--- src/tpp_pkg.sv ---
// shared types, codes and constants of the transfer packet parser
package tpp_pkg;

	// default number of file size bytes kept
	localparam int SIZE_BYTES_DEF = 8;
	// width of the file size result field
	localparam int TOTAL_SIZE_W = 64;

	// result queue geometry
	localparam int Q_DEPTH = 4;
	localparam int Q_AW = 2;
	localparam int Q_CW = 3;

	// configuration register indexes
	localparam int CFG_IDX_W = 3;
	localparam logic [CFG_IDX_W-1:0] REG_DATA_CODE = 3'd0;
	localparam logic [CFG_IDX_W-1:0] REG_START_CODE = 3'd1;
	localparam logic [CFG_IDX_W-1:0] REG_END_CODE = 3'd2;
	localparam logic [CFG_IDX_W-1:0] REG_SIZE_TYPE = 3'd3;
	localparam logic [CFG_IDX_W-1:0] REG_NAME_TYPE = 3'd4;
	localparam logic [CFG_IDX_W-1:0] REG_MAX_PAYLOAD = 3'd5;

	// configuration reset values
	localparam logic [7:0] DATA_CODE_RST = 8'd1;
	localparam logic [7:0] START_CODE_RST = 8'd2;
	localparam logic [7:0] END_CODE_RST = 8'd3;
	localparam logic [7:0] SIZE_TYPE_RST = 8'd0;
	localparam logic [7:0] NAME_TYPE_RST = 8'd1;
	localparam logic [15:0] MAX_PAYLOAD_RST = 16'hFFFF;

	// packet kinds (also op codes)
	localparam logic [1:0] PK_DATA = 2'd0;
	localparam logic [1:0] PK_START = 2'd1;
	localparam logic [1:0] PK_END = 2'd2;

	// result kinds
	localparam logic [1:0] RK_PAYLOAD = 2'd0;
	localparam logic [1:0] RK_NAME = 2'd1;
	localparam logic [1:0] RK_STATUS = 2'd2;

	// status codes
	localparam logic [1:0] ST_OK = 2'd0;
	localparam logic [1:0] ST_BAD_CTRL = 2'd1;
	localparam logic [1:0] ST_OUT_OF_ORDER = 2'd2;
	localparam logic [1:0] ST_OVERFLOW = 2'd3;

	// header byte positions of a data packet
	localparam logic [1:0] HDR_SEQ = 2'd1;
	localparam logic [1:0] HDR_LEN_HI = 2'd2;
	localparam logic [1:0] HDR_LEN_LO = 2'd3;

	// parser phases
	typedef enum logic [2:0] {
		PH_IDLE,
		PH_DHDR,
		PH_DPAY,
		PH_CTYPE,
		PH_CLEN,
		PH_CVAL,
		PH_SKIP
	} phase_t;

	// one input request
	typedef struct packed {
		logic [1:0] op;
		logic [7:0] in_byte;
		logic       first;
		logic       last;
		logic [7:0] expected_seq;
	} pkt_t;

	// one result item
	typedef struct packed {
		logic [1:0]              kind;
		logic [7:0]              out_byte;
		logic [1:0]              status;
		logic [1:0]              packet_kind;
		logic [15:0]             data_length;
		logic [TOTAL_SIZE_W-1:0] total_size;
		logic                    end_of_packet;
	} res_t;

	// configuration register set
	typedef struct packed {
		logic [7:0]  data_code;
		logic [7:0]  start_code;
		logic [7:0]  end_code;
		logic [7:0]  size_type;
		logic [7:0]  name_type;
		logic [15:0] max_payload;
	} cfg_t;

	// results of one parsed byte, pushed into the result queue
	typedef struct packed {
		logic byte_valid;
		logic stat_valid;
		res_t byte_res;
		res_t stat_res;
	} push_t;

endpackage

--- src/transfer_packet_parser.sv ---
// top level of the transfer packet parser: input register, configuration, parser, result queue
// The parser takes one packet byte per clock while pkt_stall is low and answers on the res
// channel. A byte moves from the input register through the parser into a four-entry result
// queue; its results are written there when the byte leaves the input register. A byte
// gives at most one result, except a last byte that also carries a payload or file name
// byte, which gives two; such a byte always has header bytes that give no result ahead of
// it, so with the output side never stalled the parser takes one byte per cycle. The input
// register waits while the queue holds more than two results.
// Configuration writes are always ready and must only be made while no request is in flight.
module transfer_packet_parser #(
	parameter int SIZE_BYTES = tpp_pkg::SIZE_BYTES_DEF
) (
	input  logic                            clk,
	input  logic                            arst_n,
	input  logic                            pkt_valid,
	output logic                            pkt_stall,
	input  tpp_pkg::pkt_t                   pkt,
	output logic                            res_valid,
	input  logic                            res_stall,
	output tpp_pkg::res_t                   res,
	input  logic                            cfg_valid,
	output logic                            cfg_ready,
	input  logic [tpp_pkg::CFG_IDX_W-1:0]   cfg_index,
	input  logic [15:0]                     cfg_data
);

	tpp_pkg::cfg_t  cfg_q;
	tpp_pkg::pkt_t  pkt_s1;
	logic           valid_s1;
	logic           room;
	logic           fire;
	logic           load;
	tpp_pkg::push_t push;

	// input register handshake
	assign cfg_ready = 1'b1;
	assign fire = valid_s1 & room;
	assign pkt_stall = valid_s1 & ~fire;
	assign load = pkt_valid & ~pkt_stall;

	always_ff @(posedge clk or negedge arst_n) begin
		if (!arst_n) begin
			valid_s1 <= 1'b0;
		end else if (load) begin
			valid_s1 <= 1'b1;
		end else if (fire) begin
			valid_s1 <= 1'b0;
		end
	end

	always_ff @(posedge clk) begin
		if (load) begin
			pkt_s1 <= pkt;
		end
	end

	// configuration registers
	always_ff @(posedge clk or negedge arst_n) begin
		if (!arst_n) begin
			cfg_q.data_code <= tpp_pkg::DATA_CODE_RST;
			cfg_q.start_code <= tpp_pkg::START_CODE_RST;
			cfg_q.end_code <= tpp_pkg::END_CODE_RST;
			cfg_q.size_type <= tpp_pkg::SIZE_TYPE_RST;
			cfg_q.name_type <= tpp_pkg::NAME_TYPE_RST;
			cfg_q.max_payload <= tpp_pkg::MAX_PAYLOAD_RST;
		end else if (cfg_valid & cfg_ready) begin
			unique case (cfg_index)
				tpp_pkg::REG_DATA_CODE: cfg_q.data_code <= cfg_data[7:0];
				tpp_pkg::REG_START_CODE: cfg_q.start_code <= cfg_data[7:0];
				tpp_pkg::REG_END_CODE: cfg_q.end_code <= cfg_data[7:0];
				tpp_pkg::REG_SIZE_TYPE: cfg_q.size_type <= cfg_data[7:0];
				tpp_pkg::REG_NAME_TYPE: cfg_q.name_type <= cfg_data[7:0];
				tpp_pkg::REG_MAX_PAYLOAD: cfg_q.max_payload <= cfg_data;
				default: begin
				end
			endcase
		end
	end

	tpp_core #(
		.SIZE_BYTES(SIZE_BYTES)
	) u_core (
		.clk    (clk),
		.arst_n (arst_n),
		.fire   (fire),
		.pkt_s1 (pkt_s1),
		.cfg    (cfg_q),
		.push   (push)
	);

	tpp_resq u_resq (
		.clk       (clk),
		.arst_n    (arst_n),
		.push      (push),
		.room      (room),
		.res_valid (res_valid),
		.res_stall (res_stall),
		.res       (res)
	);

endmodule

--- src/tpp_core.sv ---
// byte parser: packet state and the results of one byte
module tpp_core #(
	parameter int SIZE_BYTES = tpp_pkg::SIZE_BYTES_DEF
) (
	input  logic          clk,
	input  logic          arst_n,
	input  logic          fire,
	input  tpp_pkg::pkt_t pkt_s1,
	input  tpp_pkg::cfg_t cfg,
	output tpp_pkg::push_t push
);

	localparam int SW = SIZE_BYTES * 8;

	tpp_pkg::phase_t phase_q, phase_n;
	logic [1:0]  hidx_q, hidx_n;
	logic [15:0] plen_q, plen_n;
	logic [15:0] pcnt_q, pcnt_n;
	logic [7:0]  ftype_q, ftype_n;
	logic [7:0]  frem_q, frem_n;
	logic [7:0]  fpos_q, fpos_n;
	logic [SW-1:0] size_q, size_n;
	logic [1:0]  err_q, err_n;
	logic [1:0]  ckind_q, ckind_n;
	logic [7:0]  seq_q, seq_n;

	logic        byte_hit;
	logic [1:0]  byte_kind;
	logic        stat_hit;
	logic [7:0]  ctrl_code;
	logic [15:0] len_full;

	// next packet state for the byte in the input register
	always_comb begin
		phase_n = phase_q;
		hidx_n = hidx_q;
		plen_n = plen_q;
		pcnt_n = pcnt_q;
		ftype_n = ftype_q;
		frem_n = frem_q;
		fpos_n = fpos_q;
		size_n = size_q;
		err_n = err_q;
		ckind_n = ckind_q;
		seq_n = seq_q;
		byte_hit = 1'b0;
		byte_kind = tpp_pkg::RK_PAYLOAD;
		stat_hit = 1'b0;
		ctrl_code = cfg.end_code;
		len_full = {plen_q[15:8], pkt_s1.in_byte};
		if (pkt_s1.first) begin
			// a first byte always opens a new packet
			hidx_n = 2'd0;
			ftype_n = 8'd0;
			frem_n = 8'd0;
			fpos_n = 8'd0;
			plen_n = 16'd0;
			pcnt_n = 16'd0;
			size_n = '0;
			err_n = tpp_pkg::ST_OK;
			ckind_n = (pkt_s1.op >= tpp_pkg::PK_END) ? tpp_pkg::PK_END : pkt_s1.op;
			seq_n = pkt_s1.expected_seq;
			if (ckind_n == tpp_pkg::PK_DATA) begin
				if (pkt_s1.in_byte == cfg.data_code) begin
					phase_n = tpp_pkg::PH_DHDR;
					hidx_n = tpp_pkg::HDR_SEQ;
				end else begin
					err_n = tpp_pkg::ST_BAD_CTRL;
					phase_n = tpp_pkg::PH_SKIP;
				end
			end else begin
				ctrl_code = (ckind_n == tpp_pkg::PK_START) ? cfg.start_code : cfg.end_code;
				if (pkt_s1.in_byte == ctrl_code) begin
					phase_n = tpp_pkg::PH_CTYPE;
				end else begin
					err_n = tpp_pkg::ST_BAD_CTRL;
					phase_n = tpp_pkg::PH_SKIP;
				end
			end
		end else begin
			unique case (phase_q)
				tpp_pkg::PH_IDLE: begin
				end
				tpp_pkg::PH_DHDR: begin
					if (hidx_q == tpp_pkg::HDR_SEQ) begin
						if (pkt_s1.in_byte != seq_q) begin
							err_n = tpp_pkg::ST_OUT_OF_ORDER;
							phase_n = tpp_pkg::PH_SKIP;
						end else begin
							hidx_n = tpp_pkg::HDR_LEN_HI;
						end
					end else if (hidx_q == tpp_pkg::HDR_LEN_HI) begin
						plen_n = {pkt_s1.in_byte, 8'd0};
						hidx_n = tpp_pkg::HDR_LEN_LO;
					end else begin
						plen_n = len_full;
						if (len_full > cfg.max_payload) begin
							err_n = tpp_pkg::ST_OVERFLOW;
							phase_n = tpp_pkg::PH_SKIP;
						end else begin
							phase_n = tpp_pkg::PH_DPAY;
						end
					end
				end
				tpp_pkg::PH_DPAY: begin
					// bytes beyond the length are dropped
					if (pcnt_q < plen_q) begin
						byte_hit = 1'b1;
						byte_kind = tpp_pkg::RK_PAYLOAD;
						pcnt_n = pcnt_q + 16'd1;
					end
				end
				tpp_pkg::PH_CTYPE: begin
					ftype_n = pkt_s1.in_byte;
					phase_n = tpp_pkg::PH_CLEN;
				end
				tpp_pkg::PH_CLEN: begin
					frem_n = pkt_s1.in_byte;
					fpos_n = 8'd0;
					phase_n = (pkt_s1.in_byte != 8'd0) ? tpp_pkg::PH_CVAL : tpp_pkg::PH_CTYPE;
				end
				tpp_pkg::PH_CVAL: begin
					// size bytes land little-endian, later bytes past the store are dropped
					if (ftype_q == cfg.size_type) begin
						for (int i = 0; i < SIZE_BYTES; i++) begin
							if (fpos_q == 8'(i)) begin
								size_n[8*i +: 8] = pkt_s1.in_byte;
							end
						end
					end else if (ftype_q == cfg.name_type) begin
						byte_hit = 1'b1;
						byte_kind = tpp_pkg::RK_NAME;
					end
					if (fpos_q != 8'hFF) begin
						fpos_n = fpos_q + 8'd1;
					end
					frem_n = frem_q - 8'd1;
					if (frem_n == 8'd0) begin
						phase_n = tpp_pkg::PH_CTYPE;
					end
				end
				tpp_pkg::PH_SKIP: begin
				end
				default: begin
				end
			endcase
		end
		// last byte closes the packet unless none was open
		if (pkt_s1.last && (pkt_s1.first || phase_q != tpp_pkg::PH_IDLE)) begin
			if (err_n == tpp_pkg::ST_OK && ckind_n == tpp_pkg::PK_DATA) begin
				if (phase_n == tpp_pkg::PH_DHDR ||
				    (phase_n == tpp_pkg::PH_DPAY && pcnt_n < plen_n)) begin
					err_n = tpp_pkg::ST_OVERFLOW;
				end
			end
			stat_hit = 1'b1;
			phase_n = tpp_pkg::PH_IDLE;
		end
	end

	// result items of this byte
	always_comb begin
		push.byte_valid = fire & byte_hit;
		push.stat_valid = fire & stat_hit;
		push.byte_res.kind = byte_kind;
		push.byte_res.out_byte = pkt_s1.in_byte;
		push.byte_res.status = tpp_pkg::ST_OK;
		push.byte_res.packet_kind = ckind_n;
		push.byte_res.data_length = 16'd0;
		push.byte_res.total_size = '0;
		push.byte_res.end_of_packet = 1'b0;
		push.stat_res.kind = tpp_pkg::RK_STATUS;
		push.stat_res.out_byte = 8'd0;
		push.stat_res.status = err_n;
		push.stat_res.packet_kind = ckind_n;
		push.stat_res.end_of_packet = 1'b1;
		if (ckind_n == tpp_pkg::PK_DATA) begin
			push.stat_res.data_length = plen_n;
			push.stat_res.total_size = '0;
		end else begin
			push.stat_res.data_length = 16'd0;
			push.stat_res.total_size = tpp_pkg::TOTAL_SIZE_W'(size_n);
		end
	end

	// packet state registers
	always_ff @(posedge clk or negedge arst_n) begin
		if (!arst_n) begin
			phase_q <= tpp_pkg::PH_IDLE;
			hidx_q <= 2'd0;
			plen_q <= 16'd0;
			pcnt_q <= 16'd0;
			ftype_q <= 8'd0;
			frem_q <= 8'd0;
			fpos_q <= 8'd0;
			size_q <= '0;
			err_q <= tpp_pkg::ST_OK;
			ckind_q <= tpp_pkg::PK_DATA;
			seq_q <= 8'd0;
		end else if (fire) begin
			phase_q <= phase_n;
			hidx_q <= hidx_n;
			plen_q <= plen_n;
			pcnt_q <= pcnt_n;
			ftype_q <= ftype_n;
			frem_q <= frem_n;
			fpos_q <= fpos_n;
			size_q <= size_n;
			err_q <= err_n;
			ckind_q <= ckind_n;
			seq_q <= seq_n;
		end
	end

endmodule

--- src/tpp_resq.sv ---
// result queue: takes up to two results a cycle, hands out one while res_stall is low
module tpp_resq (
	input  logic           clk,
	input  logic           arst_n,
	input  tpp_pkg::push_t push,
	output logic           room,
	output logic           res_valid,
	input  logic           res_stall,
	output tpp_pkg::res_t  res
);

	tpp_pkg::res_t ent_q [tpp_pkg::Q_DEPTH];
	logic [tpp_pkg::Q_AW-1:0] wr_q;
	logic [tpp_pkg::Q_AW-1:0] rd_q;
	logic [tpp_pkg::Q_CW-1:0] cnt_q;
	logic [tpp_pkg::Q_CW-1:0] push_n;
	logic                     pop;
	tpp_pkg::res_t            ent0;

	// room for the worst case of two results
	assign room = cnt_q <= tpp_pkg::Q_CW'(tpp_pkg::Q_DEPTH - 2);
	assign res_valid = cnt_q != '0;
	assign res = ent_q[rd_q];
	assign pop = res_valid & ~res_stall;
	assign push_n = tpp_pkg::Q_CW'(push.byte_valid) + tpp_pkg::Q_CW'(push.stat_valid);
	assign ent0 = push.byte_valid ? push.byte_res : push.stat_res;

	// entry storage, byte result ahead of the status
	always_ff @(posedge clk) begin
		if (push.byte_valid | push.stat_valid) begin
			ent_q[wr_q] <= ent0;
		end
		if (push.byte_valid & push.stat_valid) begin
			ent_q[wr_q + tpp_pkg::Q_AW'(1)] <= push.stat_res;
		end
	end

	// pointers and fill count
	always_ff @(posedge clk or negedge arst_n) begin
		if (!arst_n) begin
			wr_q <= '0;
			rd_q <= '0;
			cnt_q <= '0;
		end else begin
			wr_q <= wr_q + tpp_pkg::Q_AW'(push_n);
			if (pop) begin
				rd_q <= rd_q + tpp_pkg::Q_AW'(1);
			end
			cnt_q <= cnt_q + push_n - tpp_pkg::Q_CW'(pop);
		end
	end

endmodule
--- config.mk ---
export PLATFORM = sky130hd
export DESIGN_NAME = transfer_packet_parser
export DESIGN_NICKNAME = d
export VERILOG_FILES = /design/src/tpp_pkg.sv /design/src/transfer_packet_parser.sv /design/src/tpp_core.sv /design/src/tpp_resq.sv
export SDC_FILE = /design/constraint.sdc
export NUM_CORES = 1
export LEC_CHECK = 0
export ABC_CLOCK_PERIOD_IN_PS = 31200
export BUFFER_PORTS_ARGS = -buffer_cell sky130_fd_sc_hd__buf_4
export CORE_ASPECT_RATIO = 0.6
export CORE_MARGIN = 1.5
export CORE_UTILIZATION = 50
export DETAILED_ROUTE_END_ITERATION = 8
export PLACE_DENSITY_LB_ADDON = 0.3
export SETUP_SLACK_MARGIN = 0.1
export SYNTH_ARGS = -nofsm -noshare
export SYNTH_HDL_FRONTEND = slang
export SYNTH_HIERARCHICAL = 1
export SYNTH_SLANG_ARGS = --single-unit
--- constraint.sdc ---
create_clock -name clk -period 31.2 [get_ports clk]
set_input_delay 1.56 -clock clk [delete_from_list [all_inputs] [get_ports clk]]
set_output_delay 1.56 -clock clk [all_outputs]
set_load 0.1 [all_outputs]
==> results.sh, run 1 <==
export IMPL_gp_congestion=0.8951
export IMPL_clk_insertion_delay_late_ns=0.63
export IMPL_initial_core_util_pct=50.64
export IMPL_number_of_antenna_diodes=0
export IMPL_setup_violations=0
export IMPL_place_area_mm2=0.03297
export IMPL_tns_setup_ns=0
export IMPL_critPathRequiredTime_ns=29.64
export IMPL_cap_viol_max_count=0
export IMPL_ctsLongestPathBuffers=3
export IMPL_synth_mux_area_fraction_pct=11.47
export IMPL_initial_antenna_violation_count=0
export IMPL_dp_hpwl_um=51050
export IMPL_achievable_frequency_mhz=179.9
export IMPL_post_cts_resized_instances=0
export IMPL_area_growth_synth_to_final_pct=9.481
export IMPL_leakage_nw=12.71
export IMPL_p_per_area_mw_per_mm2=98.57
export IMPL_crit_type="reg -> out"
export IMPL_standard_cell_row_count=71
export IMPL_yosysMostFrequentCell="sky130_fd_sc_hd__o2bb2ai_1"
export IMPL_grt_total_usage_pct=26.75
export IMPL_grt_pass1_vias=21720
export IMPL_critical_path_peak_fanout=43
export IMPL_synth_top_cell_by_area="sky130_fd_sc_hd__edfxtp_1"
export IMPL_synth_seq_area_share_pct=53.66
export IMPL_synth_area_leaders="sky130_fd_sc_hd__edfxtp_1, sky130_fd_sc_hd__dfrtp_1, sky130_fd_sc_hd__o2bb2ai_1"
export IMPL_via_per_inst=6.433
export IMPL_asyncSetResetFlopFracSynth_pct=33.44
export IMPL_grt_remaining_overflow=0
export IMPL_first_pass_iters=6
export IMPL_tightest_slew_ns=1.232
export IMPL_worst_setup_hold_path_clk_slew_ns=0.07
export IMPL_yosys_warnings=6
export IMPL_timing_hold_worst_class="reg -> reg"
export IMPL_number_of_h_tree_branching_levels=2
export IMPL_n_fill_cell=5170
export IMPL_synth_top_family_by_area="compound AO/OA/AOI/OAI gates"
export IMPL_die_h_um=198.4
export IMPL_netlist_cell_type_count=79
export IMPL_synth_compound_area_share_pct=17.50
export IMPL_holdBufCountCts=0
export IMPL_grt_first_pass_wirelength_um=132800
export IMPL_core_area_mm2=0.06281
export IMPL_yosys_most_used_dff="sky130_fd_sc_hd__edfxtp_1"
export IMPL_yosys_area_share_xor_xnor_pct=1.707
export IMPL_timing_final_hold_violations=0
export IMPL_cp_data_arrival_time_ns=4.00
export IMPL_via_count=22010
export IMPL_fin_nets=2641
export IMPL_postSynthAreaPerCell_um2=12.68
export IMPL_design_die_area_mm2=0.06518
export IMPL_clockRootBuffer="sky130_fd_sc_hd__clkbuf_16"
export IMPL_grt_max_degree=84
export IMPL_most_common_library_cells_after_synthesis="sky130_fd_sc_hd__o2bb2ai_1, sky130_fd_sc_hd__edfxtp_1, sky130_fd_sc_hd__dfrtp_1"
export IMPL_final_period_minus_worst_setup_slack_ns=5.557
export IMPL_floorplan_io_pins=142
export IMPL_clock_sinks=601
export IMPL_synth_area_mm2=0.03181
export IMPL_timing_max_transition_violations_final=0
export IMPL_io_buffers=140
export IMPL_initial_detailed_routing_violation_count=2655
export IMPL_post_synth_inst_count=2509
export IMPL_finish_instance_area_mm2=0.03482
export IMPL_numCtsBuffers=56
export IMPL_dieWidth_um=328.6
export IMPL_final_layout_size_suffix_gt1_share_pct=19.05
export IMPL_ant_nets=0
export IMPL_setup_repair_bufs_after_cts=0
export IMPL_synthAdderAreaFrac_pct=2.384
export IMPL_worst_ir_drop_vdd_mv=0.1328
export IMPL_relSlewSlack_pct=17.56
export IMPL_cp_capture_type="primary output"
export IMPL_yosys_register_bits=601
export IMPL_clock_skew_after_layout_ns=0.02660
export IMPL_status="complete, no violations"
export IMPL_netlist_area_leader_share_pct=37.77
export IMPL_synth_simple_area_share_pct=6.825
export IMPL_route_detailed_drc=0
export IMPL_unrepaired_setup_endpoints_after_global_routing="false"
export IMPL_detail_route_wirelength_um=87190
export IMPL_synth_enable_flop_cells=400
export IMPL_wire_per_inst_um=25.49
export IMPL_tritoncts="done"
export IMPL_timing_critical_path_from_type="register"
export IMPL_timing_final_crit_share_pct=17.81
-- area by class of cell --
class	count	area, µm²	area share [%]
clock buffers	72	1554	4.463
clock inverters	31	292.8	0.8408
inverters	75	281.5	0.8085
multi-input cells	1618	13170	37.83
flip-flops and latches	601	17080	49.04
well taps	839	1050	3.015
repair buffers	185	1395	4.006
-- cell usage in the layout, fill, tap and decap left out, types with 25 or more instances in the layout --
cell,instances
sky130_fd_sc_hd__edfxtp_1,400
sky130_fd_sc_hd__mux2i_1,66
sky130_fd_sc_hd__mux2_2,74
sky130_fd_sc_hd__a21oi_1,46
sky130_fd_sc_hd__nor3_1,34
sky130_fd_sc_hd__conb_1,96
sky130_fd_sc_hd__a22oi_1,65
sky130_fd_sc_hd__o2bb2ai_1,452
sky130_fd_sc_hd__ha_1,59
sky130_fd_sc_hd__dfrtp_1,178
sky130_fd_sc_hd__clkbuf_16,58
sky130_fd_sc_hd__inv_1,73
sky130_fd_sc_hd__buf_4,184
sky130_fd_sc_hd__nor2_1,142
sky130_fd_sc_hd__nand2_1,171
sky130_fd_sc_hd__mux4_2,95
sky130_fd_sc_hd__xor2_1,37
sky130_fd_sc_hd__o21ai_0,59
sky130_fd_sc_hd__xnor2_1,25
sky130_fd_sc_hd__nand3_1,34
-- flip-flops by register name, summed over array words and instances (netlist names), 3 cells and up --
| name | count |
|---|---|
| u_resq/ent_q | 380 |
| u_core/size_q | 64 |
| cfg_q | 56 |
| pkt_s1 | 20 |
| u_core/pcnt_q | 16 |
| u_core/plen_q | 16 |
| u_core/fpos_q | 8 |
| u_core/frem_q | 8 |
| u_core/ftype_q | 8 |
| u_core/seq_q | 8 |
| u_core/phase_q | 3 |
| u_resq/cnt_q | 3 |
-- path summary, 6_finish.rpt --
path	cells after the start	slack, ns	start	endpoint
worst max-delay path	4	25.64	u_resq/rd_q[0]$_DFFE_PN0P_	res[2]
worst min-delay path	1	0.48	pkt_s1[0]$_DFFE_PP_	u_core/seq_q[0]$_DFFE_PN0P_
worst max register to register	13	25.78	u_core/pcnt_q[13]$_DFFE_PN0P_	u_resq/ent_q[1][87]$_DFFE_PP_
worst min register to register	1	0.48	pkt_s1[0]$_DFFE_PP_	u_core/seq_q[0]$_DFFE_PN0P_
max in group asynchronous	2	28.72	arst_n	u_resq/rd_q[0]$_DFFE_PN0P_
min in group asynchronous	1	0.99	arst_n	u_core/size_q[28]$_DFFE_PN0P_
-- metal layers --
metal | wire length [µm] | up-vias | share of wire [%] | global-route usage, %
li1 | - | 9604 | - | -
met2 | 37920 | 1089 | 43 | 39.31
met1 | 39400 | 11170 | 45 | 40.36
met4 | 1846 | 0 | 2.1 | 7.015
met5 | 0 | - | 0 | 0
met3 | 8018 | 146 | 9.2 | 5.370
-- power by group --
part           leakage [nW]  switching [W]  internal (W)
registers              6.26      0.0000988       0.00106
clock network         0.914       0.000306      0.000399
logic                  5.54        0.00117      0.000406
total                  12.7        0.00157       0.00186
-- critical path, stage by stage, from the launching register on --
cell	delay, ns
sky130_fd_sc_hd__dfrtp_4	0.86
sky130_fd_sc_hd__buf_4	0.91
sky130_fd_sc_hd__buf_4	0.63
sky130_fd_sc_hd__mux4_2	0.66
sky130_fd_sc_hd__buf_4	0.27
-- through the flow --
stage          instances  setup WS (ns)  hold slack (ns)  total power, W  utilization, %
6_report            3421          25.64           0.4767        0.003432           55.44
5_1_grt             3421          25.35           0.4855        0.003560           55.44
4_1_cts             3421          25.52           0.4794        0.003447           55.44
3_5_place_dp        3318          25.88           0.4670        0.002745           52.50
3_3_place_gp        3318          25.95           0.4725        0.002720           52.50
2_1_floorplan       2602          20.70           0.4553        0.002385               -
-- cells by family after synthesis --
logic type                 Yosys count
and+or+nand+nor                    467
xor gates and xnor gates            62
AOI/OAI and AO/OA                  697
buffers and inverters              383
muxes                              236
adders and majority gates           60
other                                3
DFF                                601
Power figures use the tool's default switching activity.
==> run 2: changes to the inputs <==
ABC_CLOCK_PERIOD_IN_PS = 5400   (was 31200)
clock period = 5.4 ns   (was 31.2 ns; I/O delays follow)
==> results.sh, run 2 (synthesized netlist as in run 1, its figures left out) <==
export IMPL_via_per_inst=6.342
export IMPL_grt_max_degree=102
export IMPL_r2r_end="u_resq/ent_q[0][84]$_DFFE_PP_"
export IMPL_unrepaired_setup_endpoints_after_global_routing="false"
export IMPL_critical_path_max_stage_delay_ns=0.44
export IMPL_floorplan_io_pins=142
export IMPL_detail_route_wirelength_um=87140
export IMPL_area_growth_synth_to_final_pct=11.25
export IMPL_status="complete, no violations"
export IMPL_netSwitchingFraction_pct=46.06
export IMPL_power_share_clock_pct=19.8
export IMPL_io_buffers=140
export IMPL_gate_family_responsible_for_the_most_delay_along_the_worst_path="compound AO/OA/AOI/OAI gates"
export IMPL_timing_final_crit_share_pct=89.65
export IMPL_finalNonFillerCells=3479
export IMPL_crit_chain="ha_1 -> a21oi_1 -> o2111ai_1 -> a211o_1 -> nor3_4 -> and4_1 -> nand2_2 -> nor2_1 -> xnor2_1 -> nor2_1 -> ha_1 -> a41oi_1 -> nor2b_1 -> o21ai_0 -> a21oi_1 -> nor3b_1 -> a31o_1 -> nand2_1 -> o21ai_0 -> o2bb2ai_1"
export IMPL_worst_hold_path_num_cells=3
export IMPL_tns_setup_ns=0
export IMPL_worst_setup_hold_path_clk_slew_ns=0.07
export IMPL_ant_nets=0
export IMPL_first_pass_iters=5
export IMPL_most_common_layout_cells="sky130_fd_sc_hd__o2bb2ai_1, sky130_fd_sc_hd__edfxtp_1, sky130_fd_sc_hd__buf_4, sky130_fd_sc_hd__dfrtp_1, sky130_fd_sc_hd__nand2_1"
export IMPL_dp_hpwl_um=51200
export IMPL_achievable_frequency_mhz=206.6
export IMPL_clockRootBuffer="sky130_fd_sc_hd__clkbuf_16"
export IMPL_initial_detailed_routing_violation_count=2255
export IMPL_clock_sinks=601
export IMPL_timing_final_hold_violations=0
export IMPL_cp_num_buf_inv=0
export IMPL_timing_max_transition_violations_final=0
export IMPL_dieWidth_um=328.6
export IMPL_worstHoldEndpoint="cfg_q[49]$_DFFE_PN0P_"
export IMPL_initial_antenna_violation_count=1
export IMPL_share_seq_of_total_power_pct=33.1
export IMPL_grt_total_usage_pct=26.85
export IMPL_inst_count_dp=3333
export IMPL_relSlewSlack_pct=37.71
export IMPL_final_layout_size_suffix_gt1_share_pct=19.28
export IMPL_initial_core_util_pct=50.64
export IMPL_clk_insertion_delay_late_ns=0.63
export IMPL_worst_ir_drop_vdd_mv=0.6686
export IMPL_r2r_start="u_core/pcnt_q[11]$_DFFE_PN0P_"
export IMPL_fin_nets=2696
export IMPL_gp_congestion=0.8888
export IMPL_clock_skew_after_layout_ns=0.01955
export IMPL_tritoncts="done"
export IMPL_numCtsBuffers=57
export IMPL_leakage_nw=12.94
export IMPL_reg_largest_list="u_resq/ent_q (380), u_core/size_q (64), cfg_q (56)"
export IMPL_critical_path_slowest_cell="sky130_fd_sc_hd__dfrtp_1"
export IMPL_via_count=22060
export IMPL_largest_reg_flops=380
export IMPL_grt_pass1_vias=21800
export IMPL_final_period_minus_worst_setup_slack_ns=4.841
export IMPL_design_die_area_mm2=0.06518
export IMPL_grt_remaining_overflow=0
export IMPL_number_of_antenna_diodes=0
export IMPL_ctsLongestPathBuffers=3
export IMPL_p_sw_w=0.009103
export IMPL_grt_first_pass_wirelength_um=133400
export IMPL_p_per_area_mw_per_mm2=558.6
export IMPL_min_delay_start="cfg_index[1]"
export IMPL_standard_cell_row_count=71
export IMPL_cp_data_arrival_time_ns=5.30
export IMPL_commonest_non_fill_non_tap_cell_in_the_layout="sky130_fd_sc_hd__o2bb2ai_1"
export IMPL_critical_path_peak_fanout=6
export IMPL_crit_type="reg -> reg"
export IMPL_number_of_h_tree_branching_levels=2
export IMPL_timing_critical_path_from_type="register"
export IMPL_worst_r2r_setup_slack_ns=0.56
export IMPL_worst_r2r_path_depth=20
export IMPL_wire_per_inst_um=25.05
export IMPL_n_fill_cell=5103
export IMPL_setup_violations=0
export IMPL_power_frac_comb_pct=47.1
export IMPL_critPathRequiredTime_ns=5.86
export IMPL_route_detailed_drc=0
export IMPL_power_report_internal_total_w=0.01066
export IMPL_place_ws_ns=0.4970
export IMPL_die_h_um=198.4
export IMPL_cp_capture_type="register"
export IMPL_timing_hold_worst_class="in -> reg"
export IMPL_cap_viol_max_count=0
export IMPL_core_area_mm2=0.06281
export IMPL_registers_top_by_ff_count="u_resq/ent_q"
export IMPL_tightest_slew_ns=0.9344
export IMPL_final_setup_worst_slack_ns=0.5592
-- run 2: cell types whose count changed in the layout (fill, tap and decap cells not counted), sizes merged --
cell	change
clkbuf	+9
clkinvlp	+2
inv	+1
clkinv	-3
bufinv	-5
buf	+15
dlygate4sd3	+39
-- run 2: per-stage QoR --
stage / total power (W) / util (%) / hold slack [ns] / area [µm²]
after floorplan: 0.01373 / - / -0.02559 / 32230
after global placement: 0.01579 / 52.89 / 0.4097 / 33220
after detailed placement: 0.01591 / 52.89 / 0.4351 / 33220
after CTS: 0.01984 / 56.33 / 0.06866 / 35380
after global routing: 0.02052 / 56.34 / 0.08842 / 35380
final: 0.01977 / 56.34 / 0.09289 / 35380
-- run 2: tightest hold or removal path: cells and delay by family --
kind	cells	cell delay [ns]
multiplexers	1	0.22
buffers and inverters	1	0.12
AND/OR/NAND/NOR	1	0.08
-- run 2: layer usage --
layer  up-vias  routed length (µm)  global-route usage [%]
li1       9728                   -                       -
met1     11200               39990                   40.89
met2      1022               38120                   39.76
met3       113                7551                   4.949
met4         0                1479                   6.161
met5         -                   0                       0
-- run 2: layout make-up --
class	count	area, µm²	area share (%)
inverter	75	284.0	0.8027
multi-input combinational	1618	13200	37.30
tap	839	1050	2.967
clock buffer	81	1607	4.540
clock inverter	26	160.2	0.4526
timing repair buffer	239	2011	5.682
sequential	601	17080	48.26
-- run 2: worst max path at each step --
stage                             startpoint                       endpoint  cells after the start
4_1_cts        u_core/plen_q[15]$_DFFE_PN0P_  u_resq/ent_q[0][84]$_DFFE_PP_                     21
5_1_grt        u_core/plen_q[15]$_DFFE_PN0P_  u_resq/ent_q[0][84]$_DFFE_PP_                     21
2_1_floorplan  u_core/pcnt_q[13]$_DFFE_PN0P_   u_resq/ent_q[1][0]$_DFFE_PP_                     13
3_5_place_dp   u_core/plen_q[15]$_DFFE_PN0P_  u_resq/ent_q[0][84]$_DFFE_PP_                     21
6_report       u_core/pcnt_q[11]$_DFFE_PN0P_  u_resq/ent_q[0][84]$_DFFE_PP_                     20
3_3_place_gp   u_core/pcnt_q[13]$_DFFE_PN0P_  u_resq/ent_q[0][84]$_DFFE_PP_                     20
-- run 2: power by group through the flow --
stage / logic (W) / registers [W] / clock network, W
floorplan: 0.00727 / 0.00646 / 0
global placement: 0.00920 / 0.00659 / 0
detailed placement: 0.00928 / 0.00664 / 0
CTS: 0.00932 / 0.00655 / 0.00397
global route: 0.00974 / 0.00664 / 0.00415
finish: 0.00931 / 0.00655 / 0.00390
-- run 2: what timing repair did --
item,CTS,global route
setup endpoints to repair,0,4
buffers inserted,0,0
hold buffers,39,0
gates resized for setup,0,1
endpoints found under the hold margin,161,0
